<file path="config.mk">
export PLATFORM = sky130hd
export DESIGN_NAME = led_controller_register_device
export DESIGN_NICKNAME = d
export VERILOG_FILES = /design/src/hw/rtl/ledc_pkg.sv /design/src/hw/rtl/ledc_frame_check.sv /design/src/hw/rtl/ledc_status_read.sv /design/src/hw/rtl/led_controller_register_device.sv
export SDC_FILE = /design/constraint.sdc
export NUM_CORES = 1
export LEC_CHECK = 0
export BUFFER_PORTS_ARGS = -buffer_cell sky130_fd_sc_hd__buf_2
export CAP_MARGIN = 25
export CORE_MARGIN = 2
export CORE_UTILIZATION = 30
export CTS_CLUSTER_DIAMETER = 100
export DETAILED_ROUTE_END_ITERATION = 6
export GPL_ROUTABILITY_DRIVEN = 1
export PLACE_DENSITY_LB_ADDON = 0.08
export SLEW_MARGIN = 10
export SYNTH_ARGS = -nofsm -noshare
export SYNTH_HDL_FRONTEND = slang
export SYNTH_SLANG_ARGS = --single-unit
export TNS_END_PERCENT = 1
</file>
<file path="constraint.sdc">
create_clock -name aclk -period 8.4 [get_ports aclk]
set_input_delay 1.68 -clock aclk [delete_from_list [all_inputs] [get_ports aclk]]
set_output_delay 1.68 -clock aclk [all_outputs]
set_load 0.005 [all_outputs]
</file>
<file path="src/hw/rtl/ledc_pkg.sv">
// shared types, register codes and frame constants of the led controller register device
// no dependencies; imported by ledc_frame_check, ledc_status_read and the top level

package ledc_pkg;

    localparam int NUM_LEDS  = 4;
    localparam int LED_W     = (NUM_LEDS > 1) ? $clog2(NUM_LEDS) : 1;
    localparam int FRAME_LEN = 12;

    localparam logic [7:0]  SIG_REG     = 8'h5a;
    localparam logic [7:0]  FLAG_REG    = 8'h80;
    localparam logic [7:0]  STATUS_BASE = 8'h81;
    localparam logic [15:0] SIGNATURE   = 16'hc5b2;

    localparam logic [3:0] COUNT_MAX     = 4'hf;
    localparam logic [3:0] FRAME_LEN_CNT = 4'(FRAME_LEN);
    localparam logic [3:0] STATUS_LAST   = 4'hb - 4'h1;

    // frame commands
    localparam logic [7:0] CMD_BRIGHT = 8'h01;
    localparam logic [7:0] CMD_COLOUR = 8'h02;
    localparam logic [7:0] CMD_ONOFF  = 8'h03;
    localparam logic [7:0] CMD_BLINK  = 8'h04;
    localparam logic [7:0] CMD_BREATH = 8'h05;

    localparam logic [1:0] MODE_BLINK  = 2'd2;
    localparam logic [1:0] MODE_BREATH = 2'd3;

    typedef enum logic [1:0] {
        OP_WRITE = 2'd0,
        OP_READ  = 2'd1,
        OP_STOP  = 2'd2
    } op_t;

    typedef logic [7:0] byte_t;

    typedef struct packed {
        logic [1:0]  mode;
        logic [7:0]  brightness;
        logic [23:0] colour;
        logic [15:0] period_total;
        logic [15:0] period_on;
    } led_state_t;

    typedef struct packed {
        logic  valid;
        byte_t cmd;
        byte_t p0;
        byte_t p1;
        byte_t p2;
        byte_t p3;
    } frame_info_t;

endpackage

</file>
<file path="src/hw/rtl/ledc_frame_check.sv">
// checksum and command check of a buffered 12-byte write frame
// depends on ledc_pkg

module ledc_frame_check (
    input  logic [ledc_pkg::FRAME_LEN-1:0][7:0] frame_i,
    output ledc_pkg::frame_info_t              info_o
);
    import ledc_pkg::*;

    logic [11:0] sum;
    logic [15:0] check;
    logic        cmd_ok;

    // byte 0 is not summed
    always_comb begin
        sum = '0;
        for (int i = 1; i < 10; i++) begin
            sum = sum + {4'b0, frame_i[i]};
        end
    end

    assign check = {frame_i[10], frame_i[11]};

    always_comb begin
        unique case (frame_i[5])
            CMD_BRIGHT, CMD_COLOUR, CMD_BLINK, CMD_BREATH: begin
                cmd_ok = 1'b1;
            end
            CMD_ONOFF: begin
                cmd_ok = (frame_i[6] < 8'd2);
            end
            default: begin
                cmd_ok = 1'b0;
            end
        endcase
    end

    assign info_o.valid = cmd_ok && ({4'b0, sum} == check);
    assign info_o.cmd   = frame_i[5];
    assign info_o.p0    = frame_i[6];
    assign info_o.p1    = frame_i[7];
    assign info_o.p2    = frame_i[8];
    assign info_o.p3    = frame_i[9];

endmodule

</file>
<file path="src/hw/rtl/ledc_status_read.sv">
// byte select from the 11-byte status record of one led, checksum included
// depends on ledc_pkg

module ledc_status_read (
    input  ledc_pkg::led_state_t led_i,
    input  logic [3:0]           idx_i,
    output ledc_pkg::byte_t      byte_o
);
    import ledc_pkg::*;

    byte_t       rec [9];
    logic [11:0] sum;

    always_comb begin
        rec[0] = {6'b0, led_i.mode};
        rec[1] = led_i.brightness;
        rec[2] = led_i.colour[23:16];
        rec[3] = led_i.colour[15:8];
        rec[4] = led_i.colour[7:0];
        rec[5] = led_i.period_total[15:8];
        rec[6] = led_i.period_total[7:0];
        rec[7] = led_i.period_on[15:8];
        rec[8] = led_i.period_on[7:0];
    end

    always_comb begin
        sum = '0;
        for (int i = 0; i < 9; i++) begin
            sum = sum + {4'b0, rec[i]};
        end
    end

    always_comb begin
        if (idx_i < 4'd9) begin
            byte_o = rec[idx_i];
        end else if (idx_i == STATUS_LAST - 4'd1) begin
            byte_o = {4'b0, sum[11:8]};
        end else if (idx_i == STATUS_LAST) begin
            byte_o = sum[7:0];
        end else begin
            byte_o = '0;
        end
    end

endmodule

</file>
<file path="src/hw/rtl/led_controller_register_device.sv">
// top level of the led controller register device: smbus byte events in, one result word out
// depends on ledc_pkg, ledc_frame_check and ledc_status_read
//
//  channel | direction | tdata (lsb first)                          | tuser
//  s_      | in        | reg_addr[7:0] byte_index[11:8] write_byte[19:12] | opcode[1:0]
//  m_      | out       | read_data[7:0] frame_accepted[8]           | -
//
// one event per cycle sustained while m_tready is high; each event passes through the input
// register into the result register, which holds its result word.
// the result register stalls on m_tready and the input register fills behind it; s_tready
// drops only while both hold a word.
// aresetn clears led state, byte count and the success flag; the frame buffer is not reset.

module led_controller_register_device (
    input  logic        aclk,
    input  logic        aresetn,
    input  logic        s_tvalid,
    output logic        s_tready,
    input  logic [23:0] s_tdata,   // reg_addr, byte_index, write_byte, zero pad
    input  logic [1:0]  s_tuser,   // opcode
    output logic        m_tvalid,
    input  logic        m_tready,
    output logic [15:0] m_tdata    // read_data, frame_accepted, zero pad
);
    import ledc_pkg::*;

    // input register
    logic       in_valid_reg;
    logic [1:0] in_op_reg;
    byte_t      in_addr_reg;
    logic [3:0] in_idx_reg;
    byte_t      in_byte_reg;

    // result register
    logic       out_valid_reg;
    byte_t      out_rd_reg;
    logic       out_acc_reg;

    // block state
    logic [FRAME_LEN-1:0][7:0] frame_reg, frame_next;
    logic [3:0]                count_reg, count_next;
    led_state_t                led_reg  [NUM_LEDS];
    led_state_t                led_next [NUM_LEDS];
    logic                      ok_reg, ok_next;

    logic        advance;
    logic        fire;
    frame_info_t info;
    logic        led_hit;
    logic [LED_W-1:0] led_sel;
    logic        status_hit;
    byte_t       status_off;
    byte_t       status_byte;
    byte_t       rd;
    logic        acc;
    logic        frame_good;

    assign advance  = !out_valid_reg || m_tready;
    assign s_tready = !in_valid_reg || advance;
    assign fire     = in_valid_reg && advance;

    always_ff @(posedge aclk) begin
        if (!aresetn) begin
            in_valid_reg <= 1'b0;
        end else if (s_tready) begin
            in_valid_reg <= s_tvalid;
        end
    end

    always_ff @(posedge aclk) begin
        if (s_tvalid && s_tready) begin
            in_op_reg   <= s_tuser;
            in_addr_reg <= s_tdata[7:0];
            in_idx_reg  <= s_tdata[11:8];
            in_byte_reg <= s_tdata[19:12];
        end
    end

    ledc_frame_check u_frame_check (
        .frame_i (frame_reg),
        .info_o  (info)
    );

    assign led_hit = (in_addr_reg < 8'(NUM_LEDS));
    assign led_sel = in_addr_reg[LED_W-1:0];

    assign status_off = in_addr_reg - STATUS_BASE;
    assign status_hit = (in_addr_reg >= STATUS_BASE) && (status_off < 8'(NUM_LEDS));

    ledc_status_read u_status_read (
        .led_i  (led_reg[status_off[LED_W-1:0]]),
        .idx_i  (in_idx_reg),
        .byte_o (status_byte)
    );

    assign frame_good = (count_reg == FRAME_LEN_CNT) && led_hit && info.valid;

    always_comb begin
        frame_next = frame_reg;
        count_next = count_reg;
        led_next   = led_reg;
        ok_next    = ok_reg;
        rd         = '0;
        acc        = 1'b0;
        if (fire) begin
            case (in_op_reg)
                OP_WRITE: begin
                    // bytes past the frame are counted but dropped
                    if (in_idx_reg < FRAME_LEN_CNT) begin
                        frame_next[in_idx_reg] = in_byte_reg;
                    end
                    if (count_reg != COUNT_MAX) begin
                        count_next = count_reg + 4'd1;
                    end
                end
                OP_READ: begin
                    if (in_addr_reg == FLAG_REG) begin
                        rd = (in_idx_reg == 4'd0) ? {7'b0, ok_reg} : '0;
                    end else if (in_addr_reg == SIG_REG) begin
                        if (in_idx_reg == 4'd0) begin
                            rd = SIGNATURE[7:0];
                        end else if (in_idx_reg == 4'd1) begin
                            rd = SIGNATURE[15:8];
                        end
                    end else if (status_hit) begin
                        rd = status_byte;
                    end
                end
                OP_STOP: begin
                    // a stop with no write bytes leaves the flag alone
                    if (count_reg != 4'd0) begin
                        acc     = frame_good;
                        ok_next = frame_good;
                        if (frame_good) begin
                            case (info.cmd)
                                CMD_BRIGHT: begin
                                    led_next[led_sel].brightness = info.p0;
                                end
                                CMD_COLOUR: begin
                                    led_next[led_sel].colour = {info.p0, info.p1, info.p2};
                                end
                                CMD_ONOFF: begin
                                    led_next[led_sel].mode = info.p0[1:0];
                                end
                                CMD_BLINK, CMD_BREATH: begin
                                    led_next[led_sel].period_total = {info.p0, info.p1};
                                    led_next[led_sel].period_on    = {info.p2, info.p3};
                                    led_next[led_sel].mode =
                                        (info.cmd == CMD_BLINK) ? MODE_BLINK : MODE_BREATH;
                                end
                                default: begin
                                end
                            endcase
                        end
                    end
                    count_next = '0;
                end
                default: begin
                end
            endcase
        end
    end

    always_ff @(posedge aclk) begin
        frame_reg <= frame_next;
    end

    always_ff @(posedge aclk) begin
        if (!aresetn) begin
            count_reg <= '0;
            ok_reg    <= 1'b0;
            for (int i = 0; i < NUM_LEDS; i++) begin
                led_reg[i] <= '0;
            end
        end else begin
            count_reg <= count_next;
            ok_reg    <= ok_next;
            led_reg   <= led_next;
        end
    end

    always_ff @(posedge aclk) begin
        if (!aresetn) begin
            out_valid_reg <= 1'b0;
        end else if (advance) begin
            out_valid_reg <= in_valid_reg;
        end
    end

    always_ff @(posedge aclk) begin
        if (fire) begin
            out_rd_reg  <= rd;
            out_acc_reg <= acc;
        end
    end

    assign m_tvalid = out_valid_reg;
    assign m_tdata  = {7'b0, out_acc_reg, out_rd_reg};

endmodule

</file>
==> Word-level counts from Yosys, hierarchy flattened <==
Index checks and enable logic that the tools add are counted.
{ "word_totals": {"in_bits": 30, "output_inout_bits": 18, "regBits": 398} }
{ "op_classes": {"mux": 39, "bitwise_logic": 3, "reduce_logical": 24, "order_cmp": 12, "eq_ne": 16, "add_sub_neg": 18} }
{ "op_table": {"columns": ["operator", "n"], "rows": [
  ["bitwise mux 264 bit", 6],
  ["case mux 264 bit (4 select lines)", 1],
  ["demux 66 bit (select 2 bit)", 5],
  ["2-to-1 mux 66 bit", 3],
  ["adder 12 x 8 -> 12 bit", 14],
  ["binary-select mux 66 bit (select 2 bit)", 1],
  ["bitwise mux 96 bit", 1],
  ["2-to-1 mux 8 bit", 11],
  ["2-to-1 mux 64 bit", 1],
  ["2-to-1 mux 56 bit", 1],
  ["binary-select mux 8 bit (select 4 bit)", 1],
  ["demux 8 bit (select 4 bit)", 1],
  ["2-to-1 mux 32 bit", 1],
  ["equality test 12 x 16 -> 1 bit", 1],
  ["equality test 8 x 2 -> 1 bit (second input constant)", 2],
  ["equality test 8 x 3 -> 1 bit (second input constant)", 2],
  ["less-than comparator 8 x 3 -> 1 bit (second input constant)", 2],
  ["2-to-1 mux 16 bit", 1],
  ["equality test 4 bit (second input constant)", 3],
  ["adder 2 x 8 -> 9 bit", 1],
  ["adder 8 x 8 -> 9 bit", 1],
  ["AND reduction 3 bit", 3],
  ["equality test 8 x 1 -> 1 bit (second input constant)", 1],
  ["equality test 8 x 7 -> 1 bit (second input constant)", 1],
  ["other kinds (33)", 47]
]} }

==> Longest topological paths before layout <==
{ "logic_depth": {"ltp_word": 19, "depth_mapped": 28, "depth_no_buf": 23} }

==> By module <==
From an unflattened synthesis, not the netlist that was laid out.
{ "hier_totals": {"hier_cells": 1885, "area_unflattened_um2": 20379.5} }
{ "by_module_without_submodules": {"columns": ["module", "instances", "area_per_inst_um2", "seq_area_each_um2", "cells_each"], "rows": [
  ["led_controller_register_device", 1, 15826.4, 9238.9, 1397],
  ["ledc_status_read", 1, 2283.4, 0.0, 247],
  ["ledc_frame_check", 1, 2269.7, 0.0, 241]
]} }

==> Worst setup path before layout <==
OpenSTA, ideal clock, no wires.
{ "synth_timing": {"path_type": "reg2reg", "from": "reg in_addr_reg[0]", "to": "reg out_rd_reg[2] (data pin)", "synth_period_minus_slack_ns": 7.106, "setup_ns": 0.265, "path_stages_with_launch": 27, "n_path_buf": 7, "slack_ns": 1.294, "arrival_time_ns": 6.841, "cell_sequence": "edfxtp_1 buf_2 buf_2 buf_2 buf_2 inv_1 ha_1 clkbuf_1 clkbuf_1 clkbuf_1 mux4_2 inv_1 fa_1 fa_1 fa_1 inv_1 fa_1 ha_1 inv_1 fa_1 nor2b_1 o21ai_0 a21oi_1 a211oi_1 o31a_1 o21ai_0 a22oi_1"} }
{ "synth_between": {"elab_chain_cells": 19, "word_cells_on_any_way": 27} }
{ "synth_lines": {"columns": ["element", "line", "rtl"], "rows": [
  ["start: declaration", "led_controller_register_device.sv:30", "byte_t in_addr_reg;"],
  ["start signal: assignment", "led_controller_register_device.sv:73", "in_addr_reg <= s_tdata[7:0];"],
  ["subtractor 8 bit", "led_controller_register_device.sv:87", "assign status_off = in_addr_reg - STATUS_BASE;"],
  ["NOT 2 -> 3 bit (implied by the code)", "led_controller_register_device.sv:91", ".led_i (led_reg[status_off[LED_W-1:0]]),"],
  ["binary-select mux 66 bit (select 2 bit)", "led_controller_register_device.sv:91", null],
  ["2-to-1 mux 66 bit (implied by the code) (2 in a row)", "led_controller_register_device.sv:91", null],
  ["adder 2 x 8 -> 9 bit", "ledc_status_read.sv:29", "sum = sum + {4'b0, rec[i]};"],
  ["adder 12 x 8 -> 12 bit (7 in a row)", "ledc_status_read.sv:29", null],
  ["2-to-1 mux 8 bit", "ledc_status_read.sv:38", "end else if (idx_i == STATUS_LAST) begin"],
  ["2-to-1 mux 8 bit", "ledc_status_read.sv:36", "end else if (idx_i == STATUS_LAST - 4'd1) begin"],
  ["2-to-1 mux 8 bit", "ledc_status_read.sv:34", "if (idx_i < 4'd9) begin"],
  ["2-to-1 mux 8 bit", "led_controller_register_device.sv:125", "end else if (status_hit) begin"],
  ["2-to-1 mux 8 bit", "led_controller_register_device.sv:119", "end else if (in_addr_reg == SIG_REG) begin"],
  ["2-to-1 mux 8 bit (*)", "led_controller_register_device.sv:117", "if (in_addr_reg == FLAG_REG) begin"],
  ["end signal: assignment", "led_controller_register_device.sv:192", "out_rd_reg <= rd;"],
  ["end: declaration", "led_controller_register_device.sv:36", "byte_t out_rd_reg;"]
]} }
Mark *: on every way between the ends. The rest lies on a longest branch, timed or not. The select of a mux whose other input is x is not followed.
A chain may end at the register's enable or synchronous reset.

==> Worst setup path after layout <==
{ "layout_timing": {"from": "reg frame_reg[9] in the netlist's numbering", "to": "reg led_reg[145] in the netlist's numbering"} }
{ "layout_between": {"elab_chain_cells": 12} }
{ "layout_lines": {"columns": ["element", "line", "rtl"], "rows": [
  ["start: declaration", "led_controller_register_device.sv:40", "logic [FRAME_LEN-1:0][7:0] frame_reg, frame_next;"],
  ["start signal: assignment", "led_controller_register_device.sv:165", "frame_reg <= frame_next;"],
  ["adder 8 x 8 -> 9 bit", "ledc_frame_check.sv:18", "sum = sum + {4'b0, frame_i[i]};"],
  ["adder 12 x 8 -> 12 bit (7 in a row)", "ledc_frame_check.sv:18", null],
  ["equality test 12 x 16 -> 1 bit", "ledc_frame_check.sv:38", "assign info_o.valid = cmd_ok && ({4'b0, sum} == check);"],
  ["logical AND 1 bit", "ledc_frame_check.sv:38", null],
  ["logical AND 1 bit", "led_controller_register_device.sv:96", "assign frame_good = (count_reg == FRAME_LEN_CNT) && led_hit && info.valid;"],
  ["AND reduction 5 bit (no line)", null, null],
  ["end signal: assignment", "led_controller_register_device.sv:178", "led_reg <= led_next;"],
  ["end: declaration", "led_controller_register_device.sv:42", "led_state_t led_reg [NUM_LEDS];"]
]} }
Every way passes these cells.

==> run_results.csv <==
group,metric,value,unit
critical_path,cp_slowest_cell,"nor4b_1",
clock_tree,clkLatencyLatePin,600,ps
yosys,synth_common_cells,"353 x nand2_1, 271 x dfxtp_1, 256 x mux2i_1, 157 x inv_1, 119 x edfxtp_1",
timing,finalSetupTns,0,ps
yosys,synth_warnings,0,
placed_design,gp_congestion,0.7905,
detailed_routing,drt-initial-drc-count,711,
detailed_routing,viasPerCell,4.784,
yosys,yosysMostFrequentCell,"nand2_1",
critical_path,crit_chain,"ha_1 > a21o_1 > a21oi_1 > o21ai_0 > a21oi_1 > o21ai_0 > xnor2_1 > fa_1 > fa_1 > fa_1 > fa_1 > inv_1 > ha_1 > a2111oi_0 > nand3_1 > and3_1 > nor4b_1 > nor4b_4 > buf_4 > and3_2 > buf_12 > mux2i_1",
clock_tree,cts_buffers,47,
placed_design,io_buffers,36,
yosys,seq_area_frac_synth,44.09,%
yosys,ys_ff_latch,390,
detailed_routing,wire_per_inst,21.45,um
timing,maxSlewViolCount,0,
critical_path,cpPeakStageDelay,630,ps
global_route,grt_usage,16.80,%
critical_path,r2r_slack,950,ps
worst_hold_path,hold_path.class,"flop to flop",
timing,rsz0062_at_grt,"no",
die,initial_core_util,30.33,%
yosys,synth_flop_cell,"dfxtp_1",
critical_path,cp_max_fo,24,
critical_path,criticalPathCategory,"flop to flop",
detailed_routing,num_vias,12970,
yosys,synth_cells,1794,
yosys,syn-cell-area,20410,um2
cells_and_area,nFillCells,6713,
clock_tree,cts.sinks,390,
cells_and_area,area_delta_synth_final,11.32,%
yosys,synth.area.top_cells,"dfxtp_1 27%, edfxtp_1 18%, mux2i_1 13%",
detailed_routing,dr.pass1.iters,5,
detailed_routing,ant_nets,0,
clock_tree,cts-resized-gates,0,
yosys,synth_edf_count,119,
power_and_ir_drop,power_leakage,8.021,nW
detailed_routing,drc_errors,0,
timing,post-route-min-period,7448,ps
power_and_ir_drop,p_per_area,180.4,nW/um2
die,core,67280,um2
critical_path,crit_arrival,7950,ps
clock_tree,clk_pin_slew,60,ps
global_route,grt_max_degree,158,
die,die_area,70130,um2
cells_and_area,largest_register_ffs,264,
timing,fmax,134.3,MHz
cells_and_area,drive_gt1_share,12.30,%
power_and_ir_drop,vdd_drop_max,0.0001314,V
placed_design,postPlaceCellArea,21240,um2
yosys,synthDistinctLibCells,63,
critical_path,crit_path_frequent_cell,"fa_1",
timing,finalCritPeriodShare,88.66,%
detailed_routing,wl,58160,um
cells_and_area,nets,1967,
die,rows,95,
timing,tightest_slew,997.9,ps
critical_path,worstSetupStartpointType,"flop",
global_route,grt_pass1_wl,88130,um
clock_tree,cts_setup_buffers,0,
clock_tree,cts_max_level,2,
placed_design,dp_hpwl,39570,um
yosys,yosys.area.top_type,"dfxtp_1",
die,dieWidth,264.8,um
clock_tree,cts_tree,"yes",
critical_path,cp-end-kind,"flop",
cells_and_area,diodes,0,
clock_tree,cts_buffer_depth,3,
die,die_h,264.8,um
global_route,grt_pass1_vias,13576,
timing,hold_violations,0,
timing,worst_hold_slack,451.7,ps
clock_tree,cts_hold_buf,0,
cells_and_area,final_area,22720,um2
yosys,ys_async_sr_fraction,0,%
yosys,avgSynthCellArea,11.38,um2
timing,fin_worst_skew,23.95,ps
die,ios,48,
critical_path,required,8900,ps
global_route,grt_overflow,0,
flow_run,drv_cap,0,
run_status,status,"completed",
global_route,antenna_found_initial,0,
yosys,yosysTopAreaCellShare,26.58,%
timing,setup_viol,0,
clock_tree,cts_root_buf,"clkbuf_16",
timing,slew-limit-headroom,33.23,%
[through the flow]
stage / utilization, % / power [W] / std cells / setup WS [ps]
finish: 33.77 / 0.004098 / 2711 / 952.5
detailed placement: 31.57 / 0.002192 / 2621 / 986.5
global route: 33.77 / 0.004250 / 2711 / 421.4
global placement: 31.57 / 0.002192 / 2621 / 1094
CTS: 33.73 / 0.004171 / 2709 / 899.9
floorplan: - / 0.002123 / 1800 / 1294
[cells in the final DEF, fill, tap and decap left out, drive strengths merged, types with 7 or more instances in the layout]
master	instances
clkbuf	75
nand2b	8
clkinv	9
edfxtp	119
a22oi	7
dfxtp	271
xor2	16
a21o	9
nor4	10
inv	159
nor2b	10
nor2	36
o21ai	34
mux4	76
fa	96
and3	21
conb	7
xnor2	13
nand2	353
nor3	19
buf	65
mux2i	256
ha	42
a21oi	36
nand3	18
[cell families after synthesis]
kind of cell             share of synthesized area (%)
XOR/XNOR                                         1.361
flip-flops                                       44.09
buffers and inverters                            6.836
AND/OR/NAND/NOR                                  11.00
other                                          0.01837
adder cells (fa/ha/maj)                          11.99
multiplexers                                     21.05
AO/OA/AOI/OAI                                    3.648
[final timing paths]
kind / endpoint / start / cells after the start
worst max-delay path: led_reg[145] / frame_reg[9] / 22
worst min-delay path: led_reg[151] / led_reg[151] / 2
worst max register to register: led_reg[145] / frame_reg[9] / 22
worst min register to register: led_reg[151] / led_reg[151] / 2
[routing by layer]
| layer | wire length (um) | global-route usage (%) |
|---|---|---|
| met1 | 28360 | 23.82 |
| met3 | 1787 | 2.304 |
| met5 | 0 | 0 |
| met4 | 1471 | 4.749 |
| met2 | 26530 | 26.78 |
[where the power goes]
| group | internal, W | total [W] | switching (W) |
|---|---|---|---|
| Sequential | 0.00195 | 0.00197 | 0.0000161 |
| Combinational | 0.0000585 | 0.000183 | 0.000124 |
| Clock | 0.00112 | 0.00195 | 0.000828 |
| Total | 0.00313 | 0.00410 | 0.000968 |
[layout make-up]
cell class | instances | area [um2] | area share, %
multi-input cells | 1138 | 10060 | 44.30
flip-flops and latches | 390 | 8999 | 39.61
clock buffers | 75 | 1373 | 6.042
well taps | 873 | 1092 | 4.808
inverters | 157 | 589.3 | 2.594
repair buffers | 65 | 515.5 | 2.269
clock inverters | 13 | 85.08 | 0.3745
[critical path, delay by kind of cell, from the launching register on]
kind	cells	cell delay (ps)
muxes	1	210
buffers and inverters	3	650
xor gates and xnor gates	1	200
DFF	1	380
adders and majority gates	6	2520
AOI/OAI and AO/OA	6	1440
and+or+nand+nor	5	1870
Note: power is estimated with default switching activity, not from simulation.
